**src/rtl/dlsc_pkg.sv**
```systemverilog
// ---------------------------------------------------------------------------
// dlsc_pkg
// Shared types, codes and helper functions for the delay-line sensor
// calibrator: item and result words, the queued command and the delay coding.
// ---------------------------------------------------------------------------
`default_nettype none

package dlsc_pkg;

  // delay line geometry
  localparam int COARSE_BITS = 32;
  localparam int FINE_BITS   = 96;
  localparam int SAMPLE_BITS = 16;

  localparam int NUM_WORDS  = (COARSE_BITS + FINE_BITS) / 32;
  localparam int FINE_WORDS = FINE_BITS / 32;

  localparam logic [5:0]  COARSE_MAX = 6'(COARSE_BITS);
  localparam logic [6:0]  FINE_MAX   = 7'(FINE_BITS);
  localparam logic [10:0] COUNT_MAX  = 11'h7ff;
  localparam logic [15:0] SAMPLE_MASK = 16'(17'((1 << SAMPLE_BITS) - 1));
  localparam logic [15:0] SAMPLE_MSB  = 16'(17'(1 << (SAMPLE_BITS - 1)));

  // command queue between front and back
  localparam int QUEUE_DEPTH = 4;
  localparam int QPTR_W      = $clog2(QUEUE_DEPTH);

  // result kinds
  localparam logic [1:0] KIND_CLASS  = 2'd0;
  localparam logic [1:0] KIND_WORD   = 2'd1;
  localparam logic [1:0] KIND_STATUS = 2'd2;

  // sample classes
  localparam logic [2:0] CLS_ZEROS   = 3'd0;
  localparam logic [2:0] CLS_ONES    = 3'd1;
  localparam logic [2:0] CLS_RISING  = 3'd2;
  localparam logic [2:0] CLS_FALLING = 3'd3;
  localparam logic [2:0] CLS_ERROR   = 3'd4;

  // input functions
  localparam logic FUNC_SAMPLE  = 1'b0;
  localparam logic FUNC_VERDICT = 1'b1;

  typedef struct packed {
    logic        func;
    logic [31:0] sensor_pair_word;
    logic        last_sample;
    logic        accept;
  } in_word_t;

  typedef struct packed {
    logic [1:0]  kind;
    logic [2:0]  sample_class;
    logic [4:0]  sample_weight;
    logic [31:0] delay_word;
    logic [1:0]  word_index;
    logic [5:0]  coarse_delay;
    logic [6:0]  fine_delay;
    logic        found;
    logic        exhausted;
    logic        calibrated;
    logic        last;
  } out_word_t;

  // result sequence an item asks for
  typedef enum logic [2:0] {
    OP_CLASS        = 3'd0,  // classification only
    OP_CLASS_WORDS  = 3'd1,  // classification, then all delay words
    OP_CLASS_STATUS = 3'd2,  // classification, then status
    OP_STATUS       = 3'd3,  // status only
    OP_WORDS        = 3'd4   // all delay words
  } op_t;

  typedef struct packed {
    op_t        op;
    logic [2:0] sample_class;
    logic [4:0] sample_weight;
    logic [5:0] coarse_delay;
    logic [6:0] fine_delay;
    logic       found;
    logic       exhausted;
    logic       calibrated;
  } cmd_t;

  // one 32-bit word of a thermometer code of value val, word w
  function automatic logic [31:0] therm_word(input logic [8:0] val, input logic [1:0] w);
    logic [8:0] base;
    logic [8:0] cnt;
    base = {2'b00, w, 5'b00000};
    cnt  = val - base;
    if (val <= base) begin
      return 32'h0000_0000;
    end else if (cnt >= 9'd32) begin
      return 32'hffff_ffff;
    end else begin
      return ~(32'hffff_ffff >> cnt[4:0]);
    end
  endfunction

  // delay register chunk c, chunk 0 being the top word (coarse side)
  function automatic logic [31:0] delay_chunk(input logic [5:0] coarse,
                                              input logic [6:0] fine,
                                              input logic [1:0] c);
    logic [1:0] w;
    w = 2'(NUM_WORDS - 1) - c;
    if (w < 2'(FINE_WORDS)) begin
      return therm_word({2'b00, fine}, w);
    end else begin
      return therm_word({3'b000, coarse}, w - 2'(FINE_WORDS));
    end
  endfunction

endpackage

`default_nettype wire

```
**src/rtl/delay_line_sensor_calibrator.sv**
```systemverilog
// The first result word of an item goes through the command queue and then the
// output register before it is on the result ports, where it waits until popped.
// Throughput: one item accepted per cycle while the 4-entry command queue has
// room; an item makes 1 to 5 result words, one per cycle while the receiver pops.
// Sustained rate is set by the result port: items with one word flow 1/cycle.
// Reset (rst, synchronous): clears delays, counters, flags, sensor index,
// the command queue and the output valid flag; ready the cycle after.
// ---------------------------------------------------------------------------
// delay_line_sensor_calibrator
// Delay-line sensor initial-delay calibration: front classifies and steps,
// queue decouples, back streams result words.
// ---------------------------------------------------------------------------
`default_nettype none

module delay_line_sensor_calibrator (
  input  wire logic               clk,
  input  wire logic               rst,
  input  wire logic               cfg_we,
  input  wire logic [4:0]         cfg_data,
  input  wire logic               push,
  output logic                    full,
  input  wire dlsc_pkg::in_word_t item,
  output logic                    empty,
  input  wire logic               pop,
  output dlsc_pkg::out_word_t     result
);
  import dlsc_pkg::*;

  cmd_t cmd;
  cmd_t head;
  logic take;
  logic q_full;
  logic q_valid;
  logic q_pop;

  assign full = q_full;
  assign take = push && !q_full;

  // front: classify and update state
  dlsc_front u_front (
    .clk      (clk),
    .rst      (rst),
    .cfg_we   (cfg_we),
    .cfg_data (cfg_data),
    .take     (take),
    .item     (item),
    .cmd      (cmd)
  );

  // command queue
  dlsc_queue u_queue (
    .clk     (clk),
    .rst     (rst),
    .wr_en   (take),
    .wr_cmd  (cmd),
    .rd_en   (q_pop),
    .head    (head),
    .q_full  (q_full),
    .q_valid (q_valid)
  );

  // back: expand commands into result words
  dlsc_back u_back (
    .clk     (clk),
    .rst     (rst),
    .head    (head),
    .q_valid (q_valid),
    .q_pop   (q_pop),
    .empty   (empty),
    .pop     (pop),
    .result  (result)
  );

endmodule

`default_nettype wire

```
**src/rtl/dlsc_front.sv**
```systemverilog
// ---------------------------------------------------------------------------
// dlsc_front
// Accepts items, classifies samples, keeps the calibration state and issues
// one command per item into the queue.
// ---------------------------------------------------------------------------
`default_nettype none

module dlsc_front (
  input  wire logic              clk,
  input  wire logic              rst,
  input  wire logic              cfg_we,
  input  wire logic [4:0]        cfg_data,
  input  wire logic              take,
  input  wire dlsc_pkg::in_word_t item,
  output dlsc_pkg::cmd_t         cmd
);
  import dlsc_pkg::*;

  logic [4:0]  sensor_index;
  logic [5:0]  coarse;
  logic [6:0]  fine;
  logic [10:0] nonzero_count;
  logic        locked;
  logic        done;

  logic [5:0]  coarse_next;
  logic [6:0]  fine_next;
  logic [10:0] count_next;
  logic        locked_next;
  logic        done_next;

  logic [15:0] sample;
  logic [4:0]  weight;
  logic [2:0]  cls;
  logic [10:0] count_inc;
  logic [5:0]  step_coarse;
  logic [6:0]  step_fine;
  op_t         op;

  // pick the half word and classify it
  always_comb begin
    sample = (sensor_index[0] ? item.sensor_pair_word[31:16]
                              : item.sensor_pair_word[15:0]) & SAMPLE_MASK;
    weight = 5'($countones(sample));
    if (sample == 16'h0000) begin
      cls = CLS_ZEROS;
    end else if (weight == 5'(SAMPLE_BITS)) begin
      cls = CLS_ONES;
    end else if (!sample[0] && ((sample & SAMPLE_MSB) != 16'h0000)) begin
      cls = CLS_RISING;
    end else if (sample[0] && ((sample & SAMPLE_MSB) == 16'h0000)) begin
      cls = CLS_FALLING;
    end else begin
      cls = CLS_ERROR;
    end
    count_inc = (sample != 16'h0000 && nonzero_count < COUNT_MAX) ?
                nonzero_count + 11'd1 : nonzero_count;
  end

  // one step of the delay, fine first, saturating at the top
  always_comb begin
    step_coarse = coarse;
    step_fine   = fine;
    if (fine < FINE_MAX) begin
      step_fine = fine + 7'd1;
    end else if (coarse < COARSE_MAX) begin
      step_fine   = 7'd0;
      step_coarse = coarse + 6'd1;
    end
  end

  // next state and command for this item
  always_comb begin
    coarse_next = coarse;
    fine_next   = fine;
    count_next  = nonzero_count;
    locked_next = locked;
    done_next   = done;
    op          = OP_STATUS;
    if (item.func == FUNC_SAMPLE) begin
      if (!item.last_sample) begin
        count_next = count_inc;
        op         = OP_CLASS;
      end else begin
        count_next = 11'd0;
        if (!done && !locked && count_inc == 11'd0) begin
          coarse_next = step_coarse;
          fine_next   = step_fine;
          op          = OP_CLASS_WORDS;
        end else begin
          if (!done && count_inc != 11'd0) begin
            locked_next = 1'b1;
          end
          op = OP_CLASS_STATUS;
        end
      end
    end else begin
      if (!locked || done) begin
        op = OP_STATUS;
      end else if (item.accept) begin
        done_next = 1'b1;
        op        = OP_STATUS;
      end else begin
        coarse_next = step_coarse;
        fine_next   = step_fine;
        op          = OP_WORDS;
      end
    end
  end

  // command carries the state as it stands after the item
  always_comb begin
    cmd.op            = op;
    cmd.sample_class  = cls;
    cmd.sample_weight = weight;
    cmd.coarse_delay  = coarse_next;
    cmd.fine_delay    = fine_next;
    cmd.found         = locked_next && !done_next;
    cmd.exhausted     = (coarse_next >= COARSE_MAX) && (fine_next >= FINE_MAX);
    cmd.calibrated    = done_next;
  end

  // state registers
  always_ff @(posedge clk) begin
    if (rst) begin
      sensor_index  <= 5'd0;
      coarse        <= 6'd0;
      fine          <= 7'd0;
      nonzero_count <= 11'd0;
      locked        <= 1'b0;
      done          <= 1'b0;
    end else begin
      if (cfg_we) begin
        sensor_index <= cfg_data;
      end
      if (take) begin
        coarse        <= coarse_next;
        fine          <= fine_next;
        nonzero_count <= count_next;
        locked        <= locked_next;
        done          <= done_next;
      end
    end
  end

endmodule

`default_nettype wire

```
**src/rtl/dlsc_queue.sv**
```systemverilog
// ---------------------------------------------------------------------------
// dlsc_queue
// Short command queue between the front and the back.
// ---------------------------------------------------------------------------
`default_nettype none

module dlsc_queue (
  input  wire logic           clk,
  input  wire logic           rst,
  input  wire logic           wr_en,
  input  wire dlsc_pkg::cmd_t wr_cmd,
  input  wire logic           rd_en,
  output dlsc_pkg::cmd_t      head,
  output logic                q_full,
  output logic                q_valid
);
  import dlsc_pkg::*;

  cmd_t               entries [QUEUE_DEPTH];
  logic [QPTR_W-1:0]  wr_ptr;
  logic [QPTR_W-1:0]  rd_ptr;
  logic [QPTR_W:0]    fill;

  assign head    = entries[rd_ptr];
  assign q_full  = (fill == (QPTR_W + 1)'(QUEUE_DEPTH));
  assign q_valid = (fill != '0);

  // entry storage
  always_ff @(posedge clk) begin
    if (wr_en) begin
      entries[wr_ptr] <= wr_cmd;
    end
  end

  // pointers and fill level
  always_ff @(posedge clk) begin
    if (rst) begin
      wr_ptr <= '0;
      rd_ptr <= '0;
      fill   <= '0;
    end else begin
      if (wr_en) begin
        wr_ptr <= wr_ptr + 1'b1;
      end
      if (rd_en) begin
        rd_ptr <= rd_ptr + 1'b1;
      end
      if (wr_en && !rd_en) begin
        fill <= fill + 1'b1;
      end else if (!wr_en && rd_en) begin
        fill <= fill - 1'b1;
      end
    end
  end

endmodule

`default_nettype wire

```
**src/rtl/dlsc_back.sv**
```systemverilog
// ---------------------------------------------------------------------------
// dlsc_back
// Expands each queued command into its result words, one a cycle while the
// receiver pops, into an output register read as a queue.
// ---------------------------------------------------------------------------
`default_nettype none

module dlsc_back (
  input  wire logic           clk,
  input  wire logic           rst,
  input  wire dlsc_pkg::cmd_t head,
  input  wire logic           q_valid,
  output logic                q_pop,
  output logic                empty,
  input  wire logic           pop,
  output dlsc_pkg::out_word_t result
);
  import dlsc_pkg::*;

  logic [2:0] step;
  logic       out_valid;
  logic       load;
  logic       is_last;
  logic [1:0] kind;
  logic [1:0] chunk;
  out_word_t  word_next;

  assign load  = q_valid && (!out_valid || pop);
  assign q_pop = load && is_last;
  assign empty = !out_valid;

  // kind and chunk of the word at this step of the command
  always_comb begin
    kind    = KIND_STATUS;
    chunk   = 2'd0;
    is_last = 1'b1;
    case (head.op)
      OP_CLASS: begin
        kind = KIND_CLASS;
      end
      OP_CLASS_WORDS: begin
        kind    = (step == 3'd0) ? KIND_CLASS : KIND_WORD;
        chunk   = 2'(step - 3'd1);
        is_last = (step == 3'(NUM_WORDS));
      end
      OP_CLASS_STATUS: begin
        kind    = (step == 3'd0) ? KIND_CLASS : KIND_STATUS;
        is_last = (step == 3'd1);
      end
      OP_STATUS: begin
        kind = KIND_STATUS;
      end
      OP_WORDS: begin
        kind    = KIND_WORD;
        chunk   = step[1:0];
        is_last = (step == 3'(NUM_WORDS - 1));
      end
      default: begin
        kind = KIND_STATUS;
      end
    endcase
  end

  // assemble the word
  always_comb begin
    word_next.kind          = kind;
    word_next.sample_class  = (kind == KIND_CLASS) ? head.sample_class : CLS_ZEROS;
    word_next.sample_weight = (kind == KIND_CLASS) ? head.sample_weight : 5'd0;
    word_next.delay_word    = (kind == KIND_WORD) ?
                              delay_chunk(head.coarse_delay, head.fine_delay, chunk) :
                              32'h0000_0000;
    word_next.word_index    = (kind == KIND_WORD) ? chunk : 2'd0;
    word_next.coarse_delay  = head.coarse_delay;
    word_next.fine_delay    = head.fine_delay;
    word_next.found         = head.found;
    word_next.exhausted     = head.exhausted;
    word_next.calibrated    = head.calibrated;
    word_next.last          = is_last;
  end

  // output register payload
  always_ff @(posedge clk) begin
    if (load) begin
      result <= word_next;
    end
  end

  // step counter and output valid
  always_ff @(posedge clk) begin
    if (rst) begin
      step      <= 3'd0;
      out_valid <= 1'b0;
    end else begin
      if (load) begin
        step <= is_last ? 3'd0 : step + 3'd1;
      end
      if (load) begin
        out_valid <= 1'b1;
      end else if (pop) begin
        out_valid <= 1'b0;
      end
    end
  end

endmodule

`default_nettype wire

```
**config.mk**
```make
export PLATFORM = sky130hd
export DESIGN_NAME = delay_line_sensor_calibrator
export DESIGN_NICKNAME = d
export VERILOG_FILES = /design/src/rtl/dlsc_pkg.sv /design/src/rtl/delay_line_sensor_calibrator.sv /design/src/rtl/dlsc_front.sv /design/src/rtl/dlsc_queue.sv /design/src/rtl/dlsc_back.sv
export SDC_FILE = /design/constraint.sdc
export NUM_CORES = 1
export LEC_CHECK = 0
export BUFFER_PORTS_ARGS = -buffer_cell sky130_fd_sc_hd__clkbuf_2
export CAP_MARGIN = 20
export CORE_MARGIN = 10
export CORE_UTILIZATION = 35
export DETAILED_ROUTE_END_ITERATION = 8
export PLACE_DENSITY_LB_ADDON = 0.2
export SKIP_CTS_REPAIR_TIMING = 1
export SKIP_LAST_GASP = 1
export SYNTH_ARGS = -nofsm -noshare
export SYNTH_HDL_FRONTEND = slang
export SYNTH_HIERARCHICAL = 1
export SYNTH_SLANG_ARGS = --single-unit
```
**constraint.sdc**
```tcl
create_clock -name clk -period 13.36 [get_ports clk]
set_input_delay 2.672 -clock clk [delete_from_list [all_inputs] [get_ports clk]]
set_output_delay 2.672 -clock clk [all_outputs]
set_load 0.02 [all_outputs]
```
==> impl_summary.md, run 1 <==
Worst setup path
The startpoint-to-endpoint class of the critical path is in -> reg. The worst setup path is captured at a flop. The top fanout value on the critical path is 5. The arrival time reported for the critical path endpoint is 6.87 ns. The nature of the critical path startpoint is a primary input. The required time reported for the critical path endpoint is 13.62 ns.

Detailed routing
The number of remaining DRC errors is 0. After detailed routing, the average wire length per cell comes to 17.8 µm. The routed layout has 7200 vias.

The count of nets left with antenna violations once routing finished came out at 0. The first TritonRoute pass finished after 4 iterations. Dividing the detail-routed via count by the number of cells gives 5.27. After detailed routing, the total wire length is 24300 µm. The number of DRC markers in iteration 0 is 458.

Timing
The final worst clock skew is 0.0219 ns. The final total negative setup slack is 0 ns. The total of endpoints with negative setup slack in the final report is 0. At the pin with the least slew margin, the transition time is 0.901 ns.

The highest clock rate is 151 MHz. The smallest setup slack after layout is 6.75 ns. The final count of hold timing violations is 0.

Setup repair after global routing left no endpoint under its margin. The minimum clock period is 6.61 ns. In this run the tightest slew margin relative to its limit is 39.9%. Of the available clock period, the critical path in the final layout requires 49.5%. The number of pins with negative max-slew slack in the final report is 0.

Pwr
For this design the ratio of total power to cell area is 217 nW/µm². The proportion of power drawn by flip-flops and latches is 37.0%. The post-layout total power is 2.67 mW. The total net switching power is 1.01 mW. Internal power comes to 1.66 mW. The share of total power dissipated in the clock network is 23.9%. The combinational share of power is 39.1%. Net switching is 37.8% of the power. The static power due to leakage is 4.47 nW. The peak supply drop is 95.2 µV.

Synthesis
Yosys instantiated no cell more often than sky130_fd_sc_hd__edfxtp_1. In the synthesized netlist the dominant register cell turns out to be sky130_fd_sc_hd__edfxtp_1. When the netlist entered floorplanning its net count stood at 944.

Of all flip-flops after synthesis, the portion carrying an async set or reset was 0%. The cell type with the largest total area after synthesis is sky130_fd_sc_hd__edfxtp_1. The synthesized netlist devotes 4.93% of its cell area to adder and majority cells. Ranked by instance count, the synthesized netlist is headed by sky130_fd_sc_hd__edfxtp_1 (169), sky130_fd_sc_hd__nor2_1 (60), sky130_fd_sc_hd__nand2_1 (56). The count of state elements after synthesis is 209.

The Yosys step of the flow raised 6 warnings. The portion of synthesized area spent on multiplexers is 9.03%. Yosys attributes the largest share of cell area to sky130_fd_sc_hd__edfxtp_1 (47%), sky130_fd_sc_hd__dfxtp_1 (7.5%), sky130_fd_sc_hd__mux4_2 (4.2%), sky130_fd_sc_hd__ha_1 (2.7%), sky130_fd_sc_hd__a21oi_1 (2.4%).

The complex-gate fraction of the synthesized area is 11.6%. The count of mapped cells out of synthesis is 864. Counting distinct cell types in the post-synthesis netlist gives 92. The average footprint of a synthesized cell is 12.4 µm². The fraction of the mapped netlist area in simple logic gates is 14.3%. The post-synth design cell area is 10700 µm². The share of the Yosys chip area taken by registers is 54.8%.

The xor/xnor cell area share of the yosys netlist is 1.23%. The fraction of post-synthesis cell area in the top cell type by area is 47.4%. In this run, synthesis inferred 169 flip-flops with an integrated enable. The largest family of logic cells by synthesized area is simple AND/OR/NAND/NOR gates.

CTS
TritonCTS built the clock tree. In this run the number of H-tree levels came out at 1. The clock insertion delay at the later pin of the skew report is 0.53 ns.

The number of buffers inserted during clock tree synthesis is 24. The longest clock path from root to sink contains 3 buffers. The clock edge transition at the registers on the reported setup and hold paths is 0.06 ns.

The tree is rooted in a sky130_fd_sc_hd__clkbuf_16. The CTS sink count is 209.

Floorplanning
The full die area is 38000 µm². The effective utilization at floorplan is 35.2%. From bottom edge to top edge, the die measures 195 µm.

The area of the core is 30400 µm². The boundary pin count is 108. The horizontal extent of the die is 195 µm. The initialized floorplan defines 64 standard-cell rows.

GRT
The wire length of the first global-routing pass is 39300 µm. The initial antenna violation count came to 0. The total grt overflow is 0. The number of global-route vias before repair is 7163. For this run, the total global-route usage over all layers was measured as 12.4%. Entering global routing, the biggest net connects 53 pins.

Layout
The number of antenna diodes in the final layout is 0. The net count of the finished layout is 1032. The fill cell instance count of the final layout is 2959. Cells with a size suffix above 1 make up 22.2% of the layout. With fillers left out, the area of the finished cells amounts to 12300 µm².

Summing all multi-input logic gate instances after layout gives 4410 µm². In the final layout, flip-flops and latches occupy 5880 µm². The area growth from synthesis to layout is 14.6%.

Flow run
The reported max-cap violation count is 0.

Worst hold path
The tightest min-delay check is of the reg -> reg type.

Placed design
The placed instances occupy a cell area of 11500 µm². At the end of routability-driven placement, the weighted congestion stood at 0.842. The HPWL after detailed placement is 16500 µm. Port buffering added 103 buffers.

The pre-CTS worst setup slack is 6.22 ns.

Outcome
The flow ran to the end, and the final reports show no timing, DRC or antenna violations.
power groups by stage:
stage	combinational (mW)	clock, mW	sequential (mW)
2_1_floorplan	0.644	0	1.12
3_3_place_gp	1.05	0	0.998
3_5_place_dp	1.05	0	1.00
4_1_cts	1.06	0.656	0.989
5_1_grt	1.16	0.680	1.00
6_report	1.04	0.637	0.986
area by class of cell:
| class | instances | share of cell area (%) |
|---|---|---|
| repair buffers | 108 | 4.50 |
| inverters | 48 | 1.47 |
| clock buffers | 28 | 5.09 |
| multi-input cells | 561 | 35.9 |
| clock inverters | 16 | 1.17 |
| flip-flops and latches | 209 | 47.8 |
| well taps | 396 | 4.03 |
per-stage QoR:
| step | hold WS (ns) | cells | util [%] |
|---|---|---|---|
| finish | 0.503 | 1366 | 40.4 |
| global route | 0.549 | 1366 | 40.4 |
| CTS | 0.508 | 1366 | 40.4 |
| detailed placement | 0.491 | 1322 | 37.8 |
| global placement | 0.482 | 1322 | 37.8 |
| floorplan | 0.461 | 864 | - |
layout by cell type (no fill, tap or decap), types with 7 or more instances in the layout:
cell | synthesis | routed
sky130_fd_sc_hd__xnor2_1 | 7 | 7
sky130_fd_sc_hd__inv_1 | 47 | 46
sky130_fd_sc_hd__mux2_2 | 13 | 13
sky130_fd_sc_hd__a31oi_1 | 12 | 12
sky130_fd_sc_hd__mux4_1 | 7 | 7
sky130_fd_sc_hd__or3_1 | 8 | 8
sky130_fd_sc_hd__o211ai_1 | 8 | 8
sky130_fd_sc_hd__clkbuf_2 | 0 | 103
sky130_fd_sc_hd__xor2_1 | 8 | 8
sky130_fd_sc_hd__dfxtp_1 | 40 | 39
sky130_fd_sc_hd__nor3_1 | 19 | 19
sky130_fd_sc_hd__clkinv_2 | 0 | 8
sky130_fd_sc_hd__nand3_1 | 34 | 34
sky130_fd_sc_hd__nand2_1 | 56 | 56
sky130_fd_sc_hd__nor2b_1 | 9 | 9
sky130_fd_sc_hd__fa_1 | 12 | 12
sky130_fd_sc_hd__edfxtp_1 | 169 | 169
sky130_fd_sc_hd__nand2b_1 | 11 | 11
sky130_fd_sc_hd__a21oi_1 | 52 | 52
sky130_fd_sc_hd__ha_1 | 23 | 23
sky130_fd_sc_hd__mux2i_1 | 16 | 16
sky130_fd_sc_hd__nor2_1 | 60 | 60
sky130_fd_sc_hd__o21ai_0 | 39 | 39
sky130_fd_sc_hd__mux4_2 | 20 | 20
sky130_fd_sc_hd__and3_1 | 10 | 10
sky130_fd_sc_hd__clkbuf_16 | 0 | 24
logic make-up after synthesis:
group           after synthesis
fa+ha+maj                    35
compound gates              182
simple gates                271
buf+inv                      94
xor+xnor                     15
mux                          58
flops                       209
flip-flops by register name (all words and copies together) (netlist names), named ones only:
signal / cells
u_queue/entries: 108
u_back/result: 61
u_front/fine: 7
u_queue/fill: 3
u_front/coarse: 6
u_front/locked: 1
u_front/sensor_index: 1
u_front/nonzero_count: 11
u_back/step: 3
u_queue/wr_ptr: 2
u_front/done: 1
u_back/out_valid: 1
u_queue/rd_ptr: 2
path summary, 6_finish.rpt:
| path | cells after the start | to | slack [ns] | from |
|---|---|---|---|---|
| hold reg to reg | 2 | u_queue/fill[2]$_SDFFE_PP0P_ | 0.50 | u_queue/fill[2]$_SDFFE_PP0P_ |
| hold / removal | 2 | u_queue/fill[2]$_SDFFE_PP0P_ | 0.50 | u_queue/fill[2]$_SDFFE_PP0P_ |
| setup reg to reg | 13 | u_queue/entries[1][23]$_DFFE_PP_ | 7.93 | u_front/sensor_index[0]$_SDFFE_PP0P_ |
| setup / recovery | 14 | u_queue/entries[1][23]$_DFFE_PP_ | 6.75 | item[23] |
critical path, cell delays in order:
cell	delay, ns
sky130_fd_sc_hd__clkbuf_2	0.09
sky130_fd_sc_hd__mux2_2	0.28
sky130_fd_sc_hd__fa_1	0.53
sky130_fd_sc_hd__inv_1	0.06
sky130_fd_sc_hd__fa_1	0.46
sky130_fd_sc_hd__fa_1	0.55
sky130_fd_sc_hd__inv_1	0.05
sky130_fd_sc_hd__fa_1	0.47
sky130_fd_sc_hd__ha_1	0.24
sky130_fd_sc_hd__fa_1	0.40
sky130_fd_sc_hd__xor2_1	0.33
sky130_fd_sc_hd__nor3_1	0.08
sky130_fd_sc_hd__and3b_1	0.20
sky130_fd_sc_hd__nor3b_1	0.45
routing by layer:
layer  track usage [%]  vias to the layer above  wire (µm)
met5                 0                        -          0
met4              3.96                        0        644
met3              2.54                       44       1260
met2              19.7                      170      11300
met1              16.6                     3509      11100
li1                  -                     3477          -
No activity file was read; power rests on OpenSTA's default activity.
==> inputs of run 2 (changes only) <==
==> constraint.sdc (replaced) <==
create_clock -name clk -period 6.2 [get_ports clk]
set_input_delay 1.24 -clock clk [delete_from_list [all_inputs] [get_ports clk]]
set_output_delay 1.24 -clock clk [all_outputs]
set_load 0.02 [all_outputs]
==> run 2 against run 1 <==
- global-route usage is essentially flat
- largest cell class unchanged
- highest routed layer unchanged
- cell area increased by 0.75%
- hold slack got worse by 0.00068 ns
==> impl_summary.md, run 2 (same netlist as run 1, synthesis figures left out) <==
Floorplanning
The cell row count came to 64 (unchanged). The die height came to 195 µm (unchanged). The area of the core was 30400 µm² (unchanged). The horizontal extent of the die came to 195 µm (unchanged). The full die area is 38000 µm² (unchanged). The boundary pin count is 108 (unchanged).

The effective utilization at floorplan is 35.2% (unchanged).

Timing
Setup repair after global routing left no endpoint under its margin. The final total negative setup slack was 0 ns (unchanged). The worst slew slack as a fraction of its limit was 39.2% (-0.61 points). The worst path uses 86.4% of the clock period. The tightest hold margin is 0.502 ns (-0.000680 ns).

Derived from the worst setup path, the maximum achievable clock frequency is 187 MHz. The final worst clock skew is 0.00885 ns (-0.0130 ns). The number of pins with negative max-slew slack in the final report came to 0 (unchanged). The worst path needs 5.35 ns of the cycle, external delays included. The final count of hold timing violations is 0 (unchanged).

The total of endpoints with negative setup slack in the final report was 0 (unchanged). The actual slew at the worst max-slew pin is 0.910 ns (+0.00919 ns). The smallest setup slack after layout is 0.846 ns (-5.90 ns).

CTS
TritonCTS built the clock tree. The clock insertion delay at the later pin of the skew report is 0.51 ns (-0.02 ns). The number of buffers inserted during clock tree synthesis is 24 (unchanged).

The tree is rooted in a sky130_fd_sc_hd__clkbuf_16. The total number of H-tree levels is 1 (unchanged). The clock edge transition at the registers on the reported setup and hold paths is 0.06 ns (about the same). The worst-case clock buffer depth is 3 (unchanged). The CTS sink count came to 209 (unchanged).

Layout
The number of flip-flops under the largest register name was 108 (unchanged). The largest registers in the layout are u_queue/entries: 108 flops, u_back/result: 61 flops, u_front/nonzero_count: 11 flops. The number of nets at the end of the flow is 1033 (+0.097%). The fill cell instance count of the final layout is 2895 (-2.2%). The sequential cell area is 5880 µm² (unchanged).

The synthesis-to-finish area growth is 15.5%. The core occupancy in the finished layout is 40.7% (+0.30 points). Leaving out fill and tap cells, the most frequent cell in the layout is sky130_fd_sc_hd__edfxtp_1. The total inserted antenna cells is 0 (unchanged). The proportion of layout cells with a drive suffix above 1 is 22.3% (+0.18 points). The area of the multi-input gates was 4410 µm² (unchanged). In the layout the commonest cells are sky130_fd_sc_hd__edfxtp_1 (169), sky130_fd_sc_hd__clkbuf_2 (103), sky130_fd_sc_hd__nor2_1 (60). The register bank with the most flops is u_queue/entries. The count of non-filler cells in the finished layout is 1367 (+0.073%).

The final standard cell area without fillers is 12400 µm² (+0.75%).

Worst setup path
The library cell appearing most often on the critical path is sky130_fd_sc_hd__fa_1. The signal on the critical path passes through mux2_2 -> fa_1 -> inv_1 -> fa_1 -> fa_1 -> inv_1 -> fa_1 -> ha_1 -> fa_1 -> xor2_1 -> nor3_1 -> and3b_1 -> nor3b_1. The reg-to-reg startpoint is u_front/sensor_index[0]$_SDFFE_PP0P_. The critical path starts at u_front/sensor_index[0]$_SDFFE_PP0P_. The number of cells on the critical path was 13 (-1). The arrival time reported for the critical path endpoint is 5.61 ns (-1.26 ns). The total buffers and inverters traversed by the critical path is 2 (-1). The kind of end point of the critical path is a flop. The startpoint-to-endpoint class of the critical path is reg -> reg. The required time reported for the critical path endpoint was 6.46 ns (-7.16 ns). The number of cells traversed by the worst register-to-register path is 13 (unchanged). The worst setup path is launched from a flop.

The dominant delay contributor by cell family on the critical path is adder cells. The worst reg2reg path endpoint is u_queue/entries[0][23]$_DFFE_PP_. The cell with the largest stage delay on the worst path is sky130_fd_sc_hd__dfxtp_1. The top fanout value on the critical path was 21 (+16). The reg-to-reg setup timing slack was 0.85 ns (-7.08 ns). The stage delay of the slowest cell on the critical path was 0.91 ns (+0.36 ns).

GRT
The initial antenna violation count is 0 (unchanged). The maximum number of pins on one net before global-route repair is 53 (unchanged). The total grt overflow is 0 (unchanged). The number of global-route vias before repair is 7176 (+0.18%). The wire length of the first global-routing pass came to 39300 µm (-0.16%).

The global-route usage over all layers is 12.4% (about the same).

Detailed routing
The detail-routed net length per standard cell is 17.8 µm (+0.19%). The number of remaining DRC errors was 0 (unchanged). The number of vias after detailed routing is 7175 (-0.35%). The final antenna-violating net count is 0 (unchanged). The count of TritonRoute iterations in the first routing pass is 5 (+1). The total detailed-routing wirelength is 24400 µm (+0.26%).

The number of vias per cell after detailed routing is 5.25 (-0.42%). The number of DRC markers in iteration 0 came to 334 (-27%).

Outcome
The flow ran to the end, and the final reports show no timing, DRC or antenna violations.

Placed design
The pre-CTS worst setup slack came to 0.540 ns (-5.68 ns). The count of buffers inserted at the top-level ports is 103 (unchanged). The total half-perimeter wirelength after legalization and detailed placement is 16700 µm (+0.70%). The number of placed instances with taps included was 1323 (+0.076%). The placed standard-cell area is 11500 µm² (about the same). The weighted congestion at the end of routability-driven global placement is 0.846 (+0.49%).

Worst hold path
The worst hold path endpoint is u_queue/fill[2]$_SDFFE_PP0P_. The cell count of the worst hold path came to 2 (unchanged). The worst hold path begins at u_queue/fill[2]$_SDFFE_PP0P_. The worst hold path belongs to the class reg -> reg.

Pwr
The peak supply drop is 204 µV (+110%). The power per unit of standard cell area is 475 nW/µm² (+120%). The post-layout total power is 5.88 mW (+120%).

The static power due to leakage is 4.50 nW (+0.87%).

Flow run
The reported max-cap violation count is 0 (unchanged).
[run 2: changes by cell type in the layout (fill, tap and decap cells not counted), sizes merged]
cell,change
bufinv,+2
clkinv,-5
buf,+1
inv,-1
clkbuf,+3
clkinvlp,+1
[run 2: how the worst max path moves through the flow]
stage                                             to  slack, ns
floorplan           u_queue/entries[0][23]$_DFFE_PP_       1.04
global placement    u_queue/entries[2][23]$_DFFE_PP_       0.64
detailed placement  u_queue/entries[2][23]$_DFFE_PP_       0.54
CTS                 u_queue/entries[0][23]$_DFFE_PP_       0.79
global route        u_queue/entries[3][23]$_DFFE_PP_       0.40
finish              u_queue/entries[0][23]$_DFFE_PP_       0.85
[run 2: area by class of cell]
class | instances | area share [%]
clock inverter | 13 | 1.34
tap | 396 | 4.00
timing repair buffer | 109 | 4.53
sequential | 209 | 47.5
inverter | 48 | 1.46
multi-input combinational | 561 | 35.6
clock buffer | 31 | 5.56
[run 2: worst reg2reg max path: stages (launching register included)]
cell and delay (ns):
sky130_fd_sc_hd__dfxtp_1 0.91, sky130_fd_sc_hd__mux2_2 0.43, sky130_fd_sc_hd__fa_1 0.54, sky130_fd_sc_hd__inv_1 0.07, sky130_fd_sc_hd__fa_1 0.46, sky130_fd_sc_hd__fa_1 0.54, sky130_fd_sc_hd__inv_1 0.05, sky130_fd_sc_hd__fa_1 0.47
sky130_fd_sc_hd__ha_1 0.24, sky130_fd_sc_hd__fa_1 0.40, sky130_fd_sc_hd__xor2_1 0.33, sky130_fd_sc_hd__nor3_1 0.08, sky130_fd_sc_hd__and3b_1 0.20, sky130_fd_sc_hd__nor3b_1 0.38
[run 2: power by group]
part | internal [mW] | switching (mW)
registers | 2.03 | 0.119
logic | 0.751 | 1.50
clock network | 0.945 | 0.544
[run 2: per-layer routing]
layer / track usage, % / wire length [µm] / vias to the layer above
met5: 0 / 0 / -
met2: 20.4 / 11600 / 161
li1: - / - / 3471
met4: 2.91 / 351 / 0
met3: 2.43 / 1210 / 27
met1: 16.4 / 11200 / 3516
==> inputs of run 3 (changes only) <==
--- a/config.mk
+++ b/config.mk
@@ -15,5 +15,4 @@
 export SKIP_LAST_GASP = 1
 export SYNTH_ARGS = -nofsm -noshare
 export SYNTH_HDL_FRONTEND = slang
-export SYNTH_HIERARCHICAL = 1
 export SYNTH_SLANG_ARGS = --single-unit
==> run 3 against run 2 <==
- hold slack got worse by 0.019 ns
- non-clock buffer count is 2 higher
- worst setup slack got worse by 0.070 ns
- count of clock-buffer cells in the layout shrank 1
- critical endpoint is now u_queue.entries[0][22]$_DFFE_PP_
- die area down 2.0%
- flip-flop and latch count unchanged
- routed wire length down 3.3%
- sequential share of layout area is 0.95 points higher
- critical path type unchanged
- global-route usage grew 0.24 points
==> impl_summary.md, run 3 <==
Worst setup path
The required time reported for the critical path endpoint came to 6.42 ns (-0.04 ns). The endpoint identified for the worst register-to-register timing path is u_queue.entries[0][22]$_DFFE_PP_. The top fanout value on the critical path is 10 (-52%). The number of cells traversed by the worst register-to-register path is 16 (+3).

The reg-to-reg startpoint is u_front.sensor_index[0]$_SDFFE_PP0P_. STA classifies the critical path startpoint as a flop. The reg-to-reg setup timing slack is 0.78 ns (-0.07 ns). The arrival time reported for the critical path endpoint is 5.64 ns (+0.03 ns). The kind of end point of the critical path is a flop.

The capturing element of the worst setup path is u_queue.entries[0][22]$_DFFE_PP_. The startpoint-to-endpoint class of the critical path is reg -> reg. In this run the worst setup path begins at u_front.sensor_index[0]$_SDFFE_PP0P_.

Synthesis
The count of yosys warnings during synthesis is 0 (-6). The fraction of post-synthesis cell area in the top cell type by area is 48.5% (+1.1 points). Yosys attributes the largest share of cell area to sky130_fd_sc_hd__edfxtp_1 (48%), sky130_fd_sc_hd__dfxtp_1 (7.6%), sky130_fd_sc_hd__mux4_2 (4.9%), sky130_fd_sc_hd__ha_1 (4.5%), sky130_fd_sc_hd__nor2_1 (3.3%). The async set or reset register ratio after synthesis is 0% (unchanged).

The cell type with the largest total area after synthesis is sky130_fd_sc_hd__edfxtp_1. The dominant register cell in the synthesized netlist is sky130_fd_sc_hd__edfxtp_1. The net count after synthesis came to 955 (+1.2%). The count of mapped cells out of synthesis is 859 (-0.58%). The proportion of synthesized chip area in sequential cells is 56.1% (+1.3 points). The post-synth design cell area is 10500 µm² (-2.3%). The number of distinct library cell variants in the gate-level netlist after synthesis came to 77 (-16%).

The count of state elements after synthesis is 209 (unchanged). By count the netlist is led by sky130_fd_sc_hd__edfxtp_1 (169), sky130_fd_sc_hd__nor2_1 (93), sky130_fd_sc_hd__inv_1 (68). The most frequent cell after synthesis is sky130_fd_sc_hd__edfxtp_1. The number of enable flip-flop cells after synthesis is 169 (unchanged). The average footprint of a synthesized cell is 12.2 µm² (-1.7%).

Layout
The number of nets at the end of the flow was 1054 (+2.0%). The area of the multi-input gates is 4160 µm² (-5.7%). In the layout the commonest cells are sky130_fd_sc_hd__edfxtp_1 (169), sky130_fd_sc_hd__clkbuf_2 (103), sky130_fd_sc_hd__nor2_1 (93). The register bank with the most flops is u_queue.entries. The sequential cell area is 5880 µm² (unchanged).

The synthesis-to-finish area growth is 15.9%. Leaving out fill and tap cells, the most frequent cell in the layout is sky130_fd_sc_hd__edfxtp_1. The proportion of layout cells with a drive suffix above 1 is 21.1% (-1.2 points).

The largest registers in the layout are u_queue.entries: 108 flops, u_back.result: 61 flops, u_front.nonzero_count: 11 flops. The number of flip-flops under the largest register name is 108 (unchanged). The fill cell instance count of the final layout came to 2870 (-0.86%). The total inserted antenna cells is 0 (unchanged).

Flow run
The reported max-cap violation count is 0 (unchanged).

Timing
The final worst clock skew was 0.00984 ns (+0.000985 ns). The actual slew at the worst max-slew pin is 0.865 ns (-0.0453 ns). The total of endpoints with negative setup slack in the final report is 0 (unchanged). The smallest setup slack after layout was 0.775 ns (-0.0702 ns). The number of pins with negative max-slew slack in the final report came to 0 (unchanged).

The final total negative setup slack is 0 ns (unchanged). The worst slew slack as a fraction of its limit was 41.6% (+2.3 points). The highest clock rate came to 184 MHz (-1.3%).

The minimum clock period is 5.42 ns (+0.0702 ns). The final count of hold timing violations came to 0 (unchanged). Setup repair after global routing left no endpoint under its margin. The share of the clock period used by the worst path came to 87.5% (+1.1 points).

Placed design
The pre-CTS worst setup slack is 0.251 ns (-0.289 ns). The total half-perimeter wirelength after legalization and detailed placement is 16100 µm (-3.5%). The weighted congestion at the end of routability-driven global placement came to 0.846 (about the same). The count of buffers inserted at the top-level ports came to 103 (unchanged).

Detailed routing
The detail-routed net length per standard cell is 17.3 µm (-3.1%). The count of TritonRoute iterations in the first routing pass is 5 (unchanged). The total detailed-routing wirelength is 23600 µm (-3.3%). The number of DRC markers in iteration 0 came to 479 (+43%). The final antenna-violating net count is 0 (unchanged). The number of vias per cell after detailed routing is 5.08 (-3.1%). The number of remaining DRC errors was 0 (unchanged).

The number of vias after detailed routing came to 6939 (-3.3%).

Pwr
The peak supply drop came to 199 µV (-2.5%). The static power due to leakage is 4.61 nW (+2.5%). The power per unit of standard cell area was 488 nW/µm² (+2.8%).

Floorplanning
The horizontal extent of the die is 193 µm (-1.0%). The cell row count is 63 (-1.6%). The effective utilization at floorplan was 35.4% (+0.21 points). The full die area came to 37200 µm² (-2.0%). The die height was 193 µm (-1.0%).

The area of the core is 29600 µm² (-2.9%). The boundary pin count is 108 (unchanged).

CTS
The clock edge transition at the registers on the reported setup and hold paths is 0.06 ns (about the same). The root buffer cell chosen for the clock tree is sky130_fd_sc_hd__clkbuf_16. The worst-case clock buffer depth is 3 (unchanged). The CTS tree is yes. The clock insertion delay at the later pin of the skew report came to 0.51 ns (about the same). The total number of H-tree levels is 1 (unchanged). The number of buffers inserted during clock tree synthesis is 24 (unchanged).

The CTS sink count is 209 (unchanged).

Outcome
The flow ran to the end, and the final reports show no timing, DRC or antenna violations.

Worst hold path
The worst min-delay path class is reg -> reg.

GRT
The initial antenna violation count is 0 (unchanged). The maximum number of pins on one net before global-route repair was 64 (+21%). The wire length of the first global-routing pass is 37900 µm (-3.4%). The global-route usage over all layers is 12.6% (+0.24 points). The total grt overflow came to 0 (unchanged).

The number of global-route vias before repair is 6908 (-3.7%).
[run 3: cell types whose count changed after synthesis, moves of 5 or more]
cell,delta
sky130_fd_sc_hd__nor2_1,+33
sky130_fd_sc_hd__o211ai_1,-6
sky130_fd_sc_hd__ha_1,+15
sky130_fd_sc_hd__mux2_2,-7
sky130_fd_sc_hd__clkbuf_1,+5
sky130_fd_sc_hd__o21ai_1,-5
sky130_fd_sc_hd__nand3_1,-14
sky130_fd_sc_hd__nor3_1,+9
sky130_fd_sc_hd__nor2b_1,+8
sky130_fd_sc_hd__buf_2,-12
sky130_fd_sc_hd__inv_1,+21
sky130_fd_sc_hd__or2_2,+7
sky130_fd_sc_hd__nand2_1,-21
sky130_fd_sc_hd__o21ai_0,-5
[run 3: metrics by stage]
step	power, mW	util [%]	hold WS, ns	cell area, µm²	cells
floorplan	3.89	-	0.446	10500	859
global placement	4.59	38.4	0.463	11400	1322
detailed placement	4.60	38.4	0.476	11400	1322
CTS	6.02	41.0	0.490	12100	1365
global route	6.33	41.0	0.546	12100	1365
finish	5.92	41.0	0.483	12100	1365
[run 3: layout make-up]
cell class | instances | area share [%]
flip-flops and latches | 209 | 48.4
well taps | 390 | 4.02
inverters | 69 | 2.13
clock buffers | 30 | 5.31
repair buffers | 111 | 4.74
multi-input cells | 543 | 34.2
clock inverters | 13 | 1.11
[run 3: routing by layer]
layer	part of all wire, %	up-vias	global-route usage [%]	routed length, µm
met5	0	-	0	0
met4	1.3	0	2.90	300
met3	5.4	24	2.16	1260
met2	48	173	20.9	11300
met1	46	3382	17.0	10700
li1	-	3360	-	-
[run 3: logic make-up (layout without fill, tap and decap cells)]
family                   after synthesis  after routing  synth area share (%)
multiplexers                          53             53                  8.51
AO/OA/AOI/OAI                        163            163                  10.2
flip-flops                           209            209                  56.1
adder cells (fa/ha/maj)               51             51                  7.02
buffers and inverters                107            223                  4.28
XOR/XNOR                              12             12                  1.00
AND/OR/NAND/NOR                      264            264                  12.9
[run 3: where the power goes]
group	internal, mW	leakage (nW)	total (mW)	switching, mW
registers	2.05	1.90	2.17	0.114
logic	0.811	2.34	2.36	1.55
clock network	0.856	0.378	1.40	0.540
[run 3: worst min-delay path by stage]
stage	start	to	cells after the start
after global routing	u_back.out_valid$_SDFFE_PP0P_	u_back.out_valid$_SDFFE_PP0P_	2
after detailed placement	u_back.out_valid$_SDFFE_PP0P_	u_back.out_valid$_SDFFE_PP0P_	2
after global placement	u_back.out_valid$_SDFFE_PP0P_	u_back.out_valid$_SDFFE_PP0P_	2
after CTS	u_back.out_valid$_SDFFE_PP0P_	u_back.out_valid$_SDFFE_PP0P_	2
after floorplan	u_back.out_valid$_SDFFE_PP0P_	u_back.out_valid$_SDFFE_PP0P_	2
final	u_back.out_valid$_SDFFE_PP0P_	u_back.out_valid$_SDFFE_PP0P_	2
[run 3: critical path, stage by stage, from the launching register on]
cell and delay (ns):
sky130_fd_sc_hd__dfxtp_1 0.64, sky130_fd_sc_hd__buf_4 0.25, sky130_fd_sc_hd__mux2i_1 0.27, sky130_fd_sc_hd__inv_1 0.07, sky130_fd_sc_hd__ha_1 0.18, sky130_fd_sc_hd__inv_1 0.08, sky130_fd_sc_hd__fa_1 0.41, sky130_fd_sc_hd__fa_1 0.52
sky130_fd_sc_hd__fa_1 0.54, sky130_fd_sc_hd__inv_1 0.05, sky130_fd_sc_hd__fa_1 0.53, sky130_fd_sc_hd__ha_1 0.16, sky130_fd_sc_hd__inv_1 0.05, sky130_fd_sc_hd__fa_1 0.38, sky130_fd_sc_hd__xnor2_1 0.24, sky130_fd_sc_hd__and4b_1 0.25
sky130_fd_sc_hd__nor3_1 0.50
